[src/rtl/clt_pkg.sv]
// types, constants and lexer step functions for the config text lexer
`default_nettype none
package clt_pkg;

	localparam int LineBits  = 20;
	localparam int ColBits   = 16;
	localparam int ValueBits = 32;
	localparam int MaxRes    = 4;

	localparam logic [LineBits-1:0]  LineMax = {LineBits{1'b1}};
	localparam logic [ColBits-1:0]   ColMax  = {ColBits{1'b1}};
	localparam logic [ValueBits-1:0] VCap    = {1'b1, {(ValueBits-1){1'b0}}};

	localparam logic [3:0] EV_CHAR      = 4'd0;
	localparam logic [3:0] EV_SYMBOL    = 4'd1;
	localparam logic [3:0] EV_STR_END   = 4'd2;
	localparam logic [3:0] EV_IDENT_END = 4'd3;
	localparam logic [3:0] EV_INT_END   = 4'd4;
	localparam logic [3:0] EV_DBL_END   = 4'd5;
	localparam logic [3:0] EV_EOF       = 4'd6;
	localparam logic [3:0] EV_EOF_TOK   = 4'd7;
	localparam logic [3:0] EV_ERROR     = 4'd8;

	localparam logic [2:0] ERR_NONE    = 3'd0;
	localparam logic [2:0] ERR_ILLEGAL = 3'd1;
	localparam logic [2:0] ERR_COMMENT = 3'd2;
	localparam logic [2:0] ERR_ESCAPE  = 3'd3;
	localparam logic [2:0] ERR_INTEGER = 3'd4;

	localparam int F_SIGN   = 0;
	localparam int F_DIGIT  = 1;
	localparam int F_FROZEN = 2;

	typedef enum logic [3:0] {
		M_START, M_SLASH, M_CLINE, M_CLONG, M_CSTAR, M_IDENT, M_NUM, M_ZERO,
		M_HEX, M_STR, M_ESC, M_HALT
	} mode_t;

	typedef struct packed {
		logic [7:0] char_in;
		logic       last_char;
	} item_t;

	typedef struct packed {
		logic [3:0]                  event_kind;
		logic [7:0]                  out_char;
		logic signed [ValueBits-1:0] int_result;
		logic [2:0]                  error_kind;
		logic [LineBits-1:0]         line_no;
		logic [ColBits-1:0]          col_no;
		logic                        last_result;
	} result_t;

	typedef struct packed {
		logic [2:0]           cnt;
		result_t [MaxRes-1:0] res;
	} bundle_t;

	typedef struct packed {
		mode_t                mode;
		logic                 quote;
		logic                 frac;
		logic [ValueBits-1:0] accum;
		logic [2:0]           flags;
		logic                 nonempty;
		logic [LineBits-1:0]  line;
		logic [ColBits-1:0]   col;
	} lex_st_t;

	typedef struct packed {
		lex_st_t    st;
		logic [1:0] n;
		result_t    r0;
		result_t    r1;
		logic       again;
	} feed_out_t;

	function automatic logic is_space(input logic [7:0] c);
		return c == 8'd32 || (c >= 8'd9 && c <= 8'd13);
	endfunction

	function automatic logic is_alpha(input logic [7:0] c);
		return (c >= "a" && c <= "z") || (c >= "A" && c <= "Z");
	endfunction

	function automatic logic is_digit(input logic [7:0] c);
		return c >= "0" && c <= "9";
	endfunction

	function automatic result_t mk(input logic [3:0] k, input logic [7:0] ch,
			input logic [ValueBits-1:0] v, input logic [2:0] e,
			input logic [LineBits-1:0] ln, input logic [ColBits-1:0] cl);
		result_t r;
		r.event_kind  = k;
		r.out_char    = ch;
		r.int_result  = v;
		r.error_kind  = e;
		r.line_no     = ln;
		r.col_no      = cl;
		r.last_result = 1'b0;
		return r;
	endfunction

	// fresh token start; result lands in r0
	function automatic feed_out_t start_char(input lex_st_t s, input logic [7:0] c);
		feed_out_t o;
		o = '0;
		o.st = s;
		o.st.mode = M_START;
		if (is_space(c)) begin
		end else if (c == "/") begin
			o.st.mode = M_SLASH;
		end else if (c == "{" || c == "}" || c == "[" || c == "]" || c == ","
				|| c == ":" || c == "#") begin
			o.r0 = mk(EV_SYMBOL, c, '0, ERR_NONE, s.line, s.col);
			o.n = 2'd1;
		end else if (c == 8'h22 || c == 8'h27) begin
			o.st.mode = M_STR;
			o.st.quote = (c == 8'h27);
			o.st.nonempty = 1'b0;
		end else if (is_alpha(c) || c == "_") begin
			o.st.mode = M_IDENT;
			o.r0 = mk(EV_CHAR, c, '0, ERR_NONE, s.line, s.col);
			o.n = 2'd1;
		end else if (is_digit(c) || c == "+" || c == "-" || c == ".") begin
			o.r0 = mk(EV_CHAR, c, '0, ERR_NONE, s.line, s.col);
			o.n = 2'd1;
			o.st.accum = '0;
			o.st.flags = '0;
			o.st.frac = 1'b0;
			if (is_digit(c)) begin
				o.st.accum = ValueBits'(c - "0");
				o.st.flags[F_DIGIT] = 1'b1;
			end else if (c == "-") begin
				o.st.flags[F_SIGN] = 1'b1;
			end else if (c == ".") begin
				o.st.flags[F_FROZEN] = 1'b1;
			end
			o.st.mode = (c == "0") ? M_ZERO : M_NUM;
		end else begin
			o.r0 = mk(EV_ERROR, 8'd0, '0, ERR_ILLEGAL, s.line, s.col);
			o.n = 2'd1;
			o.st.mode = M_HALT;
		end
		return o;
	endfunction

	function automatic feed_out_t num_char(input lex_st_t s, input logic [7:0] c);
		feed_out_t            o;
		logic [ValueBits+3:0] t;
		logic [ValueBits-1:0] v;
		o = '0;
		o.st = s;
		t = ({4'd0, s.accum} << 3) + ({4'd0, s.accum} << 1) + (ValueBits+4)'(c - "0");
		if (is_digit(c) || c == "+" || c == "-" || c == "." || c == "e" || c == "d") begin
			if (c == "." || c == "e" || c == "d") o.st.frac = 1'b1;
			if (is_digit(c)) begin
				if (!s.flags[F_FROZEN]) begin
					o.st.accum = (t > {4'd0, VCap}) ? VCap : t[ValueBits-1:0];
					o.st.flags[F_DIGIT] = 1'b1;
				end
			end else begin
				o.st.flags[F_FROZEN] = 1'b1;
			end
			o.r0 = mk(EV_CHAR, (c == "d") ? 8'h65 : c, '0, ERR_NONE, s.line, s.col);
			o.n = 2'd1;
			o.st.mode = M_NUM;
		end else if (s.frac) begin
			o.r0 = mk(EV_DBL_END, 8'd0, '0, ERR_NONE, s.line, s.col);
			o.n = 2'd1;
			o.st.mode = M_START;
			o.again = 1'b1;
		end else if (s.flags[F_DIGIT]) begin
			v = s.accum;
			if (s.flags[F_SIGN]) v = '0 - v;
			else if (v > VCap - 1'b1) v = VCap - 1'b1;
			o.r0 = mk(EV_INT_END, 8'd0, v, ERR_NONE, s.line, s.col);
			o.n = 2'd1;
			o.st.mode = M_START;
			o.again = 1'b1;
		end else begin
			o.r0 = mk(EV_ERROR, 8'd0, '0, ERR_INTEGER, s.line, s.col);
			o.n = 2'd1;
			o.st.mode = M_HALT;
		end
		return o;
	endfunction

	function automatic logic [4:0] hex_val(input logic [7:0] c);
		logic [4:0] h;
		h = 5'h10;
		if (is_digit(c)) h = 5'(c - "0");
		else if (c >= "a" && c <= "f") h = 5'(c - "a" + 8'd10);
		else if (c >= "A" && c <= "F") h = 5'(c - "A" + 8'd10);
		return h;
	endfunction

	// one byte through the lexer, at most two results
	function automatic feed_out_t feed(input lex_st_t s, input logic [7:0] c);
		feed_out_t  o;
		feed_out_t  sc;
		logic [4:0] h;
		logic [7:0] t;
		o = '0;
		o.st = s;
		h = hex_val(c);
		t = 8'd0;
		unique case (s.mode)
			M_HALT: begin
			end
			M_SLASH: begin
				if (c == "/") o.st.mode = M_CLINE;
				else if (c == "*") o.st.mode = M_CLONG;
				else begin
					o.r0 = mk(EV_ERROR, 8'd0, '0, ERR_COMMENT, s.line, s.col);
					o.n = 2'd1;
					o.st.mode = M_HALT;
				end
			end
			M_CLINE: if (c == 8'h0a) o.st.mode = M_START;
			M_CLONG: if (c == "*") o.st.mode = M_CSTAR;
			M_CSTAR: begin
				if (c == "/") o.st.mode = M_START;
				else if (c != "*") o.st.mode = M_CLONG;
			end
			M_IDENT: begin
				o.n = 2'd1;
				if (is_alpha(c) || is_digit(c) || c == "_") begin
					o.r0 = mk(EV_CHAR, c, '0, ERR_NONE, s.line, s.col);
				end else begin
					o.r0 = mk(EV_IDENT_END, 8'd0, '0, ERR_NONE, s.line, s.col);
					o.st.mode = M_START;
					o.again = 1'b1;
				end
			end
			M_ZERO, M_NUM: begin
				if (s.mode == M_ZERO && (c == "x" || c == "X")) begin
					o.r0 = mk(EV_CHAR, c, '0, ERR_NONE, s.line, s.col);
					o.n = 2'd1;
					o.st.accum = '0;
					o.st.mode = M_HEX;
				end else begin
					o = num_char(s, c);
				end
			end
			M_HEX: begin
				o.n = 2'd1;
				if (!h[4]) begin
					o.st.accum = {s.accum[ValueBits-5:0], h[3:0]};
					o.r0 = mk(EV_CHAR, c, '0, ERR_NONE, s.line, s.col);
				end else begin
					o.r0 = mk(EV_INT_END, 8'd0, s.accum, ERR_NONE, s.line, s.col);
					o.st.mode = M_START;
					o.again = 1'b1;
				end
			end
			M_STR: begin
				if (c == (s.quote ? 8'h27 : 8'h22)) begin
					o.r0 = mk(EV_STR_END, 8'd0, '0, ERR_NONE, s.line, s.col);
					o.n = 2'd1;
					o.st.mode = M_START;
				end else if (c == 8'h5c) begin
					o.st.mode = M_ESC;
				end else begin
					o.r0 = mk(EV_CHAR, c, '0, ERR_NONE, s.line, s.col);
					o.n = 2'd1;
					o.st.nonempty = 1'b1;
				end
			end
			M_ESC: begin
				case (c)
					8'h22, 8'h2f, 8'h5c: t = c;
					"b": t = 8'd8;
					"f": t = 8'd12;
					"n": t = 8'd10;
					"r": t = 8'd13;
					"t": t = 8'd9;
					default: t = 8'd0;
				endcase
				o.n = 2'd1;
				if (t == 8'd0) begin
					o.r0 = mk(EV_ERROR, 8'd0, '0, ERR_ESCAPE, s.line, s.col);
					o.st.mode = M_HALT;
				end else begin
					o.r0 = mk(EV_CHAR, t, '0, ERR_NONE, s.line, s.col);
					o.st.nonempty = 1'b1;
					o.st.mode = M_STR;
				end
			end
			default: o = start_char(s, c);
		endcase
		if (o.again) begin
			sc = start_char(o.st, c);
			o.st = sc.st;
			o.r1 = sc.r0;
			o.n = o.n + sc.n;
			o.again = 1'b0;
		end
		if (c == 8'h0a) begin
			if (s.line < LineMax) o.st.line = s.line + 1'b1;
			o.st.col = '0;
		end else if (s.col < ColMax) begin
			o.st.col = s.col + 1'b1;
		end
		return o;
	endfunction

	function automatic bundle_t add_res(input bundle_t b, input result_t r);
		bundle_t o;
		o = b;
		if (b.cnt < 3'(MaxRes)) begin
			o.res[b.cnt[1:0]] = r;
			o.cnt = b.cnt + 1'b1;
		end
		return o;
	endfunction

	function automatic bundle_t add_feed(input bundle_t b, input feed_out_t f);
		bundle_t o;
		o = b;
		if (f.n >= 2'd1) o = add_res(o, f.r0);
		if (f.n >= 2'd2) o = add_res(o, f.r1);
		return o;
	endfunction

	function automatic lex_st_t st_reset();
		lex_st_t s;
		s = '0;
		s.mode = M_START;
		s.line = LineBits'(1);
		return s;
	endfunction

endpackage
`default_nettype wire

[src/rtl/config_text_lexer_top.sv]
// top level of the config text lexer
// Lexer for JSON-like config text, one byte per item. An item is taken every cycle
// while full is low; the lexer state updates in that same cycle, and the one to four
// results that a byte causes go as a bundle into a four-entry queue. The back end
// hands out one result per cycle while pop is high and empty is low, so the
// sustained rate is one item per cycle for bytes with at most one result and
// is set by the result port otherwise. Bytes that cause no result reach no queue.
`default_nettype none
module config_text_lexer_top (
	input  wire logic            clk,
	input  wire logic            arst_n,
	input  wire logic            push,
	output logic                 full,
	input  wire clt_pkg::item_t  item,
	output logic                 empty,
	input  wire logic            pop,
	output clt_pkg::result_t     result
);

	clt_pkg::bundle_t fb;
	clt_pkg::bundle_t qb;
	logic             fb_valid;
	logic             qavail;
	logic             qrd;
	logic             take;

	assign take = push && !full;

	clt_front u_front (
		.clk(clk), .arst_n(arst_n), .take(take), .item(item),
		.bundle(fb), .bundle_valid(fb_valid)
	);

	clt_queue u_queue (
		.clk(clk), .arst_n(arst_n), .wr(fb_valid), .wdata(fb), .full(full),
		.rd(qrd), .rdata(qb), .avail(qavail)
	);

	clt_back u_back (
		.clk(clk), .arst_n(arst_n), .qdata(qb), .qavail(qavail), .qrd(qrd),
		.empty(empty), .pop(pop), .result(result)
	);

endmodule
`default_nettype wire

[src/rtl/clt_front.sv]
// lexer front: takes one byte a cycle while take is high and builds the bundle of results it causes
`default_nettype none
module clt_front (
	input  wire logic            clk,
	input  wire logic            arst_n,
	input  wire logic            take,
	input  wire clt_pkg::item_t  item,
	output clt_pkg::bundle_t     bundle,
	output logic                 bundle_valid
);

	clt_pkg::lex_st_t  st_q;
	clt_pkg::lex_st_t  st_d;
	clt_pkg::feed_out_t f1;
	clt_pkg::feed_out_t f2;
	clt_pkg::bundle_t  b;
	logic              in_tok;

	always_comb begin
		b  = '0;
		f1 = '0;
		f2 = '0;
		st_d = st_q;
		in_tok = 1'b0;
		if (st_q.mode != clt_pkg::M_HALT) begin
			f1 = clt_pkg::feed(st_q, item.char_in);
			b = clt_pkg::add_feed(b, f1);
			st_d = f1.st;
			// a final byte that is not whitespace gets a trailing newline
			if (item.last_char && st_d.mode != clt_pkg::M_HALT
					&& !clt_pkg::is_space(item.char_in)) begin
				f2 = clt_pkg::feed(st_d, 8'h0a);
				b = clt_pkg::add_feed(b, f2);
				st_d = f2.st;
			end
			if (item.last_char && st_d.mode != clt_pkg::M_HALT) begin
				in_tok = (st_d.mode == clt_pkg::M_STR || st_d.mode == clt_pkg::M_ESC)
					&& st_d.nonempty;
				b = clt_pkg::add_res(b, clt_pkg::mk(in_tok ? clt_pkg::EV_EOF_TOK
					: clt_pkg::EV_EOF, 8'd0, '0, clt_pkg::ERR_NONE, st_d.line, st_d.col));
			end
		end
		if (b.cnt != 3'd0) b.res[2'(b.cnt - 3'd1)].last_result = 1'b1;
		if (item.last_char) st_d = clt_pkg::st_reset();
	end

	assign bundle       = b;
	assign bundle_valid = take && (b.cnt != 3'd0);

	always_ff @(posedge clk or negedge arst_n) begin
		if (!arst_n) begin
			st_q <= clt_pkg::st_reset();
		end else if (take) begin
			st_q <= st_d;
		end
	end

endmodule
`default_nettype wire

[src/rtl/clt_queue.sv]
// short bundle queue between lexer front and result back end
`default_nettype none
module clt_queue (
	input  wire logic             clk,
	input  wire logic             arst_n,
	input  wire logic             wr,
	input  wire clt_pkg::bundle_t wdata,
	output logic                  full,
	input  wire logic             rd,
	output clt_pkg::bundle_t      rdata,
	output logic                  avail
);

	localparam int Depth = 4;

	clt_pkg::bundle_t mem_q [Depth];
	logic [1:0] wp_q;
	logic [1:0] rp_q;
	logic [2:0] cnt_q;
	logic       do_rd;

	assign full  = (cnt_q == 3'(Depth));
	assign avail = (cnt_q != 3'd0);
	assign rdata = mem_q[rp_q];
	assign do_rd = rd && avail;

	always_ff @(posedge clk) begin
		if (wr) mem_q[wp_q] <= wdata;
	end

	always_ff @(posedge clk or negedge arst_n) begin
		if (!arst_n) begin
			wp_q  <= '0;
			rp_q  <= '0;
			cnt_q <= '0;
		end else begin
			if (wr) wp_q <= wp_q + 1'b1;
			if (do_rd) rp_q <= rp_q + 1'b1;
			cnt_q <= cnt_q + 3'(wr) - 3'(do_rd);
		end
	end

endmodule
`default_nettype wire

[src/rtl/clt_back.sv]
// result back end: hands out the results of one bundle at a time
`default_nettype none
module clt_back (
	input  wire logic             clk,
	input  wire logic             arst_n,
	input  wire clt_pkg::bundle_t qdata,
	input  wire logic             qavail,
	output logic                  qrd,
	output logic                  empty,
	input  wire logic             pop,
	output clt_pkg::result_t      result
);

	clt_pkg::bundle_t cur_q;
	logic [1:0]       idx_q;
	logic             valid_q;
	logic             done;

	assign empty  = !valid_q;
	assign result = cur_q.res[idx_q];
	assign done   = pop && valid_q && (3'(idx_q) + 3'd1 == cur_q.cnt);
	assign qrd    = qavail && (!valid_q || done);

	always_ff @(posedge clk) begin
		if (qrd) cur_q <= qdata;
	end

	always_ff @(posedge clk or negedge arst_n) begin
		if (!arst_n) begin
			valid_q <= 1'b0;
			idx_q   <= '0;
		end else if (qrd) begin
			valid_q <= 1'b1;
			idx_q   <= '0;
		end else if (done) begin
			valid_q <= 1'b0;
			idx_q   <= '0;
		end else if (pop && valid_q) begin
			idx_q <= idx_q + 1'b1;
		end
	end

endmodule
`default_nettype wire
[config.mk]
export PLATFORM = sky130hd
export DESIGN_NAME = config_text_lexer_top
export DESIGN_NICKNAME = d
export VERILOG_FILES = /design/src/rtl/clt_pkg.sv /design/src/rtl/config_text_lexer_top.sv /design/src/rtl/clt_front.sv /design/src/rtl/clt_queue.sv /design/src/rtl/clt_back.sv
export SDC_FILE = /design/constraint.sdc
export NUM_CORES = 2
export LEC_CHECK = 0
export BUFFER_PORTS_ARGS = -buffer_cell sky130_fd_sc_hd__buf_2
export CAP_MARGIN = 0
export CORE_UTILIZATION = 35
export DETAILED_ROUTE_END_ITERATION = 10
export GPL_ROUTABILITY_DRIVEN = 1
export PLACE_DENSITY = 0.61
export SKIP_CTS_REPAIR_TIMING = 1
export SYNTH_ARGS = -nofsm -noshare
export SYNTH_HDL_FRONTEND = slang
export SYNTH_SLANG_ARGS = --single-unit
[constraint.sdc]
create_clock -name clk -period 42.1 [get_ports clk]
set_clock_uncertainty 0.05 [all_clocks]
set_input_delay 2.105 -clock clk [delete_from_list [all_inputs] [get_ports clk]]
set_output_delay 2.105 -clock clk [all_outputs]
set_load 0.1 [all_outputs]
======== Word level (Yosys, flattened, before mapping) ========
Memories as Yosys holds them, arrays and structs flattened. A register that Yosys moved wholly into a read port is not among the register bits.
Cells that the tools add are included.
W data, S select, Z words.
word-level totals
  memories ................................ 1
  logic and storage cells ................. 411
  bits of input ports ..................... 13
  bits in registers ....................... 88
  bits in writable memories ............... 1356
  output and inout port bits .............. 86
operators by class
  reductions and logical operators ........ 65
  mux-type cells .......................... 211
  add/sub/neg operators ................... 27
  magnitude comparators ................... 35
  equality and inequality tests ........... 59
memory list
  name           words  width  rd ports  clocked after memory_dff  write ports  RTL line         text
  u_queue.mem_q  4      339    1         1                         1            clt_queue.sv:16  clt_pkg::bundle_t mem_q [Depth];
operator list
  kind                  count
  $mux W339             15
  $mux W86              22
  $bwmux W336           5
  $mux W84              14
  $demux W84 S2         5
  $pmux W86 S7          1
  $mux W85              7
  $pmux W86 S6          1
  $mux W80              5
  $mux W42              9
  $mux W337             1
  $mux W336             1
  $mux W32              10
  $mux W78              4
  $mux W36              7
  $bmux W84 S2          1
  $mux W82              2
  $mux W35              4
  $eq A8 B7 Y1 const B  15
  $eq A8 B6 Y1 const B  12
  $pmux W32 S3          1
  $mux W4               22
  $mux W83              1
  $mux W20              4
  other kinds (71)      228

======== Depth between registers and ports, before layout ========
  depth after elaboration ................. 69
  mapped depth ............................ 30
  depth with buffers taken out ............ 26

======== Cells and area by module ========
From an unflattened synthesis, not the netlist that was laid out.
unflattened totals
  cells, all modules ...................... 4739
  area total of the unflattened synthesis .. 78266.3 um^2
modules (own cells, without submodules)
  module                 cells an instance  instances  area an instance (um^2)  seq. area each (um^2)
  clt_queue              1806               1          49332.3                  40894.2
  clt_front              2468               1          16488.3                  1953.1
  clt_back               464                1          12431.9                  10254.8
  config_text_lexer_top  1                  1          13.8                     0.0

======== Worst setup path after synthesis ========
OpenSTA, ideal clock, no wires.
  kind .................................... input to register
  start ................................... input port pop
  end ..................................... register u_queue.cnt_q[2]
  buffers on the path ..................... 0
  path slack .............................. 23.349 ns
  library setup time ...................... 0.124 ns
  stages .................................. 9
  data arrival time ....................... 18.577 ns
  required time ........................... 41.926 ns
  cell sequence ........................... a41oi_1 > nor2_1 > ha_1 > inv_1 > ha_1 > inv_1 > fa_1 > xnor2_1 > xnor2_1
between the ends
  longest elaborated chain between the ends .. 6
ends and longest elaborated chain
  what                               RTL line                     text
  from (decl)                        config_text_lexer_top.sv:16  input wire logic pop,
  $logic_and A1 B1 Y1 (2 in series)  clt_back.sv:21               assign done = pop && valid_q && (3'(idx_q) + 3'd1 == cur_q.cnt);
  $logic_or A1 B1 Y1                 clt_back.sv:22               assign qrd = qavail && (!valid_q || done);
  $logic_and A1 B1 Y1                clt_back.sv:22
  named net qrd                      config_text_lexer_top.sv:24  logic qrd;
  $logic_and A1 B1 Y1                clt_queue.sv:25              assign do_rd = rd && avail;
  $sub A3 B1 Y3                      clt_queue.sv:39              cnt_q <= cnt_q + 3'(wr) - 3'(do_rd);
  to (signal assigned)               clt_queue.sv:39
  to (decl)                          clt_queue.sv:19              logic [2:0] cnt_q;
The timed path passes the listed nets, and every way through them passes these cells.
A chain may end at the register's enable or synchronous reset.

======== Final worst setup path ========
  start ................................... input port item[5] (netlist name)
  end ..................................... memory u_queue.mem_q[2][239] (netlist name), enable pin
between the ends
  longest elaborated chain between the ends .. 50
  elaborated cells between the ends (all ways) .. 229
  those cells by class .................... 11 x add/sub; 18 x order compare; 43 x eq/ne; 119 x mux; 38 x reduce/logical
ends and longest elaborated chain
  what                                                 RTL line                        text
  from (decl)                                          config_text_lexer_top.sv:14     input wire clt_pkg::item_t item,
  $ge A8 B6 Y1 / $le A8 B6 Y1 (equally long branches)  clt_pkg.sv:87                   return c >= "0" && c <= "9";
  $logic_and A1 B1 Y1                                  clt_pkg.sv:87
  $logic_or A1 B1 Y1 (3 in series)                     clt_pkg.sv:125, clt_pkg.sv:155
  $mux W36                                             clt_pkg.sv:125                  end else if (is_digit(c) || c == "+" || c == "-" || c == ".") begin
  $mux W36                                             clt_pkg.sv:121                  end else if (is_alpha(c) || c == "_") begin
  $mux W36                                             clt_pkg.sv:117                  end else if (c == 8'h22 || c == 8'h27) begin
  $mux W42                                             clt_pkg.sv:113                  end else if (c == "{" || c == "}" || c == "[" || c == "]" || c == ","
  $mux W42                                             clt_pkg.sv:111                  end else if (c == "/") begin
  (+33 left out)                                       n/a
  $mux W339                                            clt_pkg.sv:311                  if (b.cnt < 3'(MaxRes)) begin
  $mux W339 *                                          clt_front.sv:36                 if (item.last_char && st_d.mode != clt_pkg::M_HALT) begin
  $mux W339 *                                          clt_front.sv:25                 if (st_q.mode != clt_pkg::M_HALT) begin
  $reduce_bool A3 Y1 *                                 clt_front.sv:48                 assign bundle_valid = take && (b.cnt != 3'd0);
  $logic_and A1 B1 Y1 *                                clt_front.sv:48
  named net fb_valid                                   config_text_lexer_top.sv:22     logic fb_valid;
  $mux W1 *                                            clt_queue.sv:28                 if (wr) mem_q[wp_q] <= wdata;
  $mux W1 (implied by the code) *                      clt_queue.sv:28
  to (decl)                                            clt_queue.sv:16
The timed path passes the listed nets; every way through them passes the cells marked *. The select of a mux whose other input is x is not followed.

==> results summary <==
The height of the die is approximately 470 um. Leaving out fill and tap cells, the most frequent cell in the layout is sky130_fd_sc_hd__edfxtp_1. The number of flops mapped to enable cells by yosys came out at ~1600. Excluding fillers, the count of instances in the completed layout stands at 7934.

In the layout the commonest cells are sky130_fd_sc_hd__edfxtp_1, sky130_fd_sc_hd__mux4_2, sky130_fd_sc_hd__nand2_1, sky130_fd_sc_hd__conb_1, sky130_fd_sc_hd__nor2_1. The number of DRC violations after detailed-routing iteration 0 is about 4500. The total negative slack came out at 0 ps. The post-detailed-placement half-perimeter wirelength is about 130 mm.

The signal on the critical path passes through buf_2 -> ha_1 -> or3b_1 -> nor4_1 -> o21ai_1 -> o21a_1 -> o21ai_1 -> o211ai_1 -> nor2_1 -> o31a_1 -> o31ai_1 -> xnor2_1 -> ha_1 -> nand2_1 -> nand2_1 -> a21oi_1 -> a211oi_1 -> and2_4 -> buf_12 -> buf_4. The source-to-sink clock delay at the later pin of the worst-skew pair came out at around 840 ps. For this run, the total global-route usage over all layers was measured as 0.180. Setup repair after global routing left no endpoint under its margin. The fraction of power spent switching nets is 0.396. The synthesized netlist occupies a cell area of between 0.07 and 0.08 mm^2. Clock tree synthesis selected as its root buffer the cell sky130_fd_sc_hd__clkbuf_16.

The max-slew violation count is 0. The internal power contribution is ~4.2 mW. The flop and latch count out of synthesis came out at 1713.

In the final routed layout, each cell accounts on average for 24.7 um. The critical path required time is approximately 42000 ps. The transition time at the pin with the least slew margin came out at between 1000 and 1500 ps.

The sequential power share came out at 0.392. The global-route wire length before repair is just under 300 mm. After layout, the minimum clock period comes to around 11000 ps. The worst setup path is captured at a register.

The post-layout net count is 5072. CTS built an H-tree with a depth of 4. The top cell type's share of synthesized area is 0.650. The share of the cycle needed by the critical path after routing is 0.266. The iteration count of the initial detailed-routing pass is 6. Yosys attributes the largest share of cell area to sky130_fd_sc_hd__edfxtp_1, sky130_fd_sc_hd__mux4_2, sky130_fd_sc_hd__dfrtp_1. The number of placed instances with taps included came out at 7606. STA puts the critical path data arrival time at roughly 12000 ps. The dominant register cell in the synthesized netlist is sky130_fd_sc_hd__edfxtp_1. The net switching power of the design is ~2.8 mW. The total routed wirelength is about 200 mm. The number of nets still failing antenna checks after routing came out at 0.

For this run, design rule violations remaining after detail routing come to 0. The number of ports placed on the die boundary is between 90 and 100. The average cell area after synthesis came out at approximately 16 um^2. The kind of critical path is in -> reg. The power density over the cells came out at slightly above 80 mW/mm^2. After technology mapping, the gate count stands at around 4600. The post-synthesis sequential area ratio came out at 0.679.

The number of global-route vias before repair is between 40000 and 50000. The worst max-slew margin expressed relative to the limit came out at 0.110. The placement row count came out at 169. The maximum clock frequency is 89.4 MHz. The max-cap check violation count is 0. The TritonCTS clock tree is yes. The weighted congestion reported at the end of routability-driven placement is 0.927. The final-report hold violation count came out at 0.

The leakage power of the design is ~28 nW. The maximum fanout encountered on the critical timing path is around 150. The final setup violation count is 0. The distinct cell type count after synthesis came out at approximately 110. The number of vias per cell after detailed routing came out at approximately 5.5. The clock transition at the register clock pins on the worst setup and hold paths after CTS came out at 60 ps. The die covers 0.216 mm^2. The floorplan step defined a core boundary enclosing between 0.2 and 0.25 mm^2. The share of async-settable or async-resettable flops after synthesis is 0.0514. The library cell with the largest summed area after synthesis is sky130_fd_sc_hd__edfxtp_1. The run finished with clean final reports. The global route total overflow is 0. Relative to the synthesized area, the layout overhead comes to 13.9%. The initial core utilization came out at 0.353. The biggest cell delay along the critical path came out at roughly 960 ps. For this block, the via count after detailed routing is 43755. The die span in x came out at about 470 um.

The logic gate share of total power came out at 0.389. Entering global routing, the biggest net connects 149 pins. The number of warning messages in the yosys log came out at 0. The initial antenna violation count is 21.

The fraction of layout instances using a drive strength above 1 is 0.181. The tightest min-delay check is of the reg -> reg type. The fill cell total of the finished layout came out at around 19000.

The slack of the critical path came out at about 31000 ps. For this design, the slowest cell found on the critical path is sky130_fd_sc_hd__and2_4. Clock tree synthesis found a total of between 1500 and 2000 sinks. Across the VDD grid, the largest voltage drop is 0.0701 mV. The worst setup path is launched from an input port. The number of buffers inserted by port buffering came out at slightly below 100. TritonCTS created 174 clock buffers. The worst slack at placement is 30310 ps. The buffer depth of the longest clock path came out at 3. The power share of the clock group came out at 0.219.
## registers in the layout (all words and copies together), names as in the netlist
signal / cells
u_queue.mem_q: 1300
u_back.cur_q: 325
u_front.st_q: 78
u_queue.cnt_q: 3
u_back.idx_q: 2
u_queue.rp_q: 2
u_queue.wp_q: 2
u_back.valid_q: 1
## critical path: cells and delay by family
| family | cells | cell delay [ps] |
|---|---|---|
| xor gates and xnor gates | 1 | 520 |
| adders and majority gates | 2 | 850 |
| buffers and inverters | 3 | 1810 |
| and+or+nand+nor | 6 | 2780 |
| AOI/OAI and AO/OA | 8 | 3000 |
## logic make-up (layout without fill, tap and decap cells)
group / after synthesis / count (layout) / share of synthesized area
AO/OA/AOI/OAI: 943 / 943 / 0.0849
XOR/XNOR: 77 / 77 / 0.00898
adder cells (fa/ha/maj): 98 / 98 / 0.0195
buffers and inverters: 366 / 578 / 0.0191
flip-flops: 1713 / 1713 / 0.679
multiplexers: 426 / 426 / 0.124
other: 1 / 276 / 0.0000499
AND/OR/NAND/NOR: 1002 / 1002 / 0.0644
## cells in the mapped netlist, drive strengths merged (20+ instances only)
cell       n
edfxtp  1625
mux4     403
nand2    308
nor2     270
o21ai    213
clkbuf   204
a21oi    202
nor3     100
buf       92
dfrtp     87
o22ai     72
inv       70
ha        66
nand3     66
a22o      53
xnor2     46
nand4     42
o21a      40
a31oi     34
or3       34
o211ai    33
fa        32
a221oi    31
xor2      31
and3      29
o31ai     29
a21o      27
a211oi    26
and2      26
mux2i     20
## area by class of cell
class | instances | area (um^2) | area share
Inverter | 70 | 263 | 0.00307
Timing Repair Buffer | 184 | 1210 | 0.0142
Sequential cell | 1713 | 51000 | 0.596
Tap cell | 2821 | 3530 | 0.0413
Multi-Input combinational cell | 2818 | 23800 | 0.278
Clock inverter | 98 | 1120 | 0.0132
Antenna cell | 4 | 10.0 | 0.000117
Clock buffer | 226 | 4620 | 0.0540
## power by group through the flow
stage / clock [mW] / combinational, mW / sequential, mW
after floorplan: 0 / 1.96 / 2.85
after global placement: 0 / 2.73 / 2.76
after detailed placement: 0 / 2.74 / 2.79
after CTS: 1.57 / 2.75 / 2.76
after global routing: 1.63 / 2.90 / 2.79
final: 1.54 / 2.73 / 2.75
## path summary, 6_finish.rpt
| check | start | endpoint | depth (start not counted) | slack [ps] |
|---|---|---|---|---|
| max | item[5] | u_queue.mem_q[2][239]$_DFFE_PP_ | 20 | 30910 |
| min reg2reg | u_front.st_q[36]$_DFFE_PN0P_ | u_front.st_q[36]$_DFFE_PN0P_ | 2 | 460 |
| max reg2reg | u_front.st_q[74]$_DFFE_PN0P_ | u_queue.mem_q[2][239]$_DFFE_PP_ | 17 | 32910 |
| min in group asynchronous | arst_n | u_queue.rp_q[0]$_DFFE_PN0P_ | 1 | 1320 |
| max in group asynchronous | arst_n | u_front.st_q[70]$_DFFE_PN0P_ | 2 | 39380 |
| min | u_front.st_q[36]$_DFFE_PN0P_ | u_front.st_q[36]$_DFFE_PN0P_ | 2 | 460 |
## per-stage QoR
step                hold WS [ps]  total power [mW]  cell area (um^2)   util
finish                       462              7.02             85500  0.402
global route                 510              7.33             85500  0.402
CTS                          457              7.08             85500  0.402
detailed placement           441              5.53             79800  0.375
global placement             420              5.50             79800  0.375
floorplan                    399              4.82             76100      -
## routing by layer
metal,wire (um),track usage,up-vias
met3,12200,0.0298,318
li1,-,-,19101
met4,4950,0.0532,2
met5,13,0,-
met1,83900,0.247,22662
met2,95200,0.293,1672
Note: power is estimated with default switching activity, not from simulation.
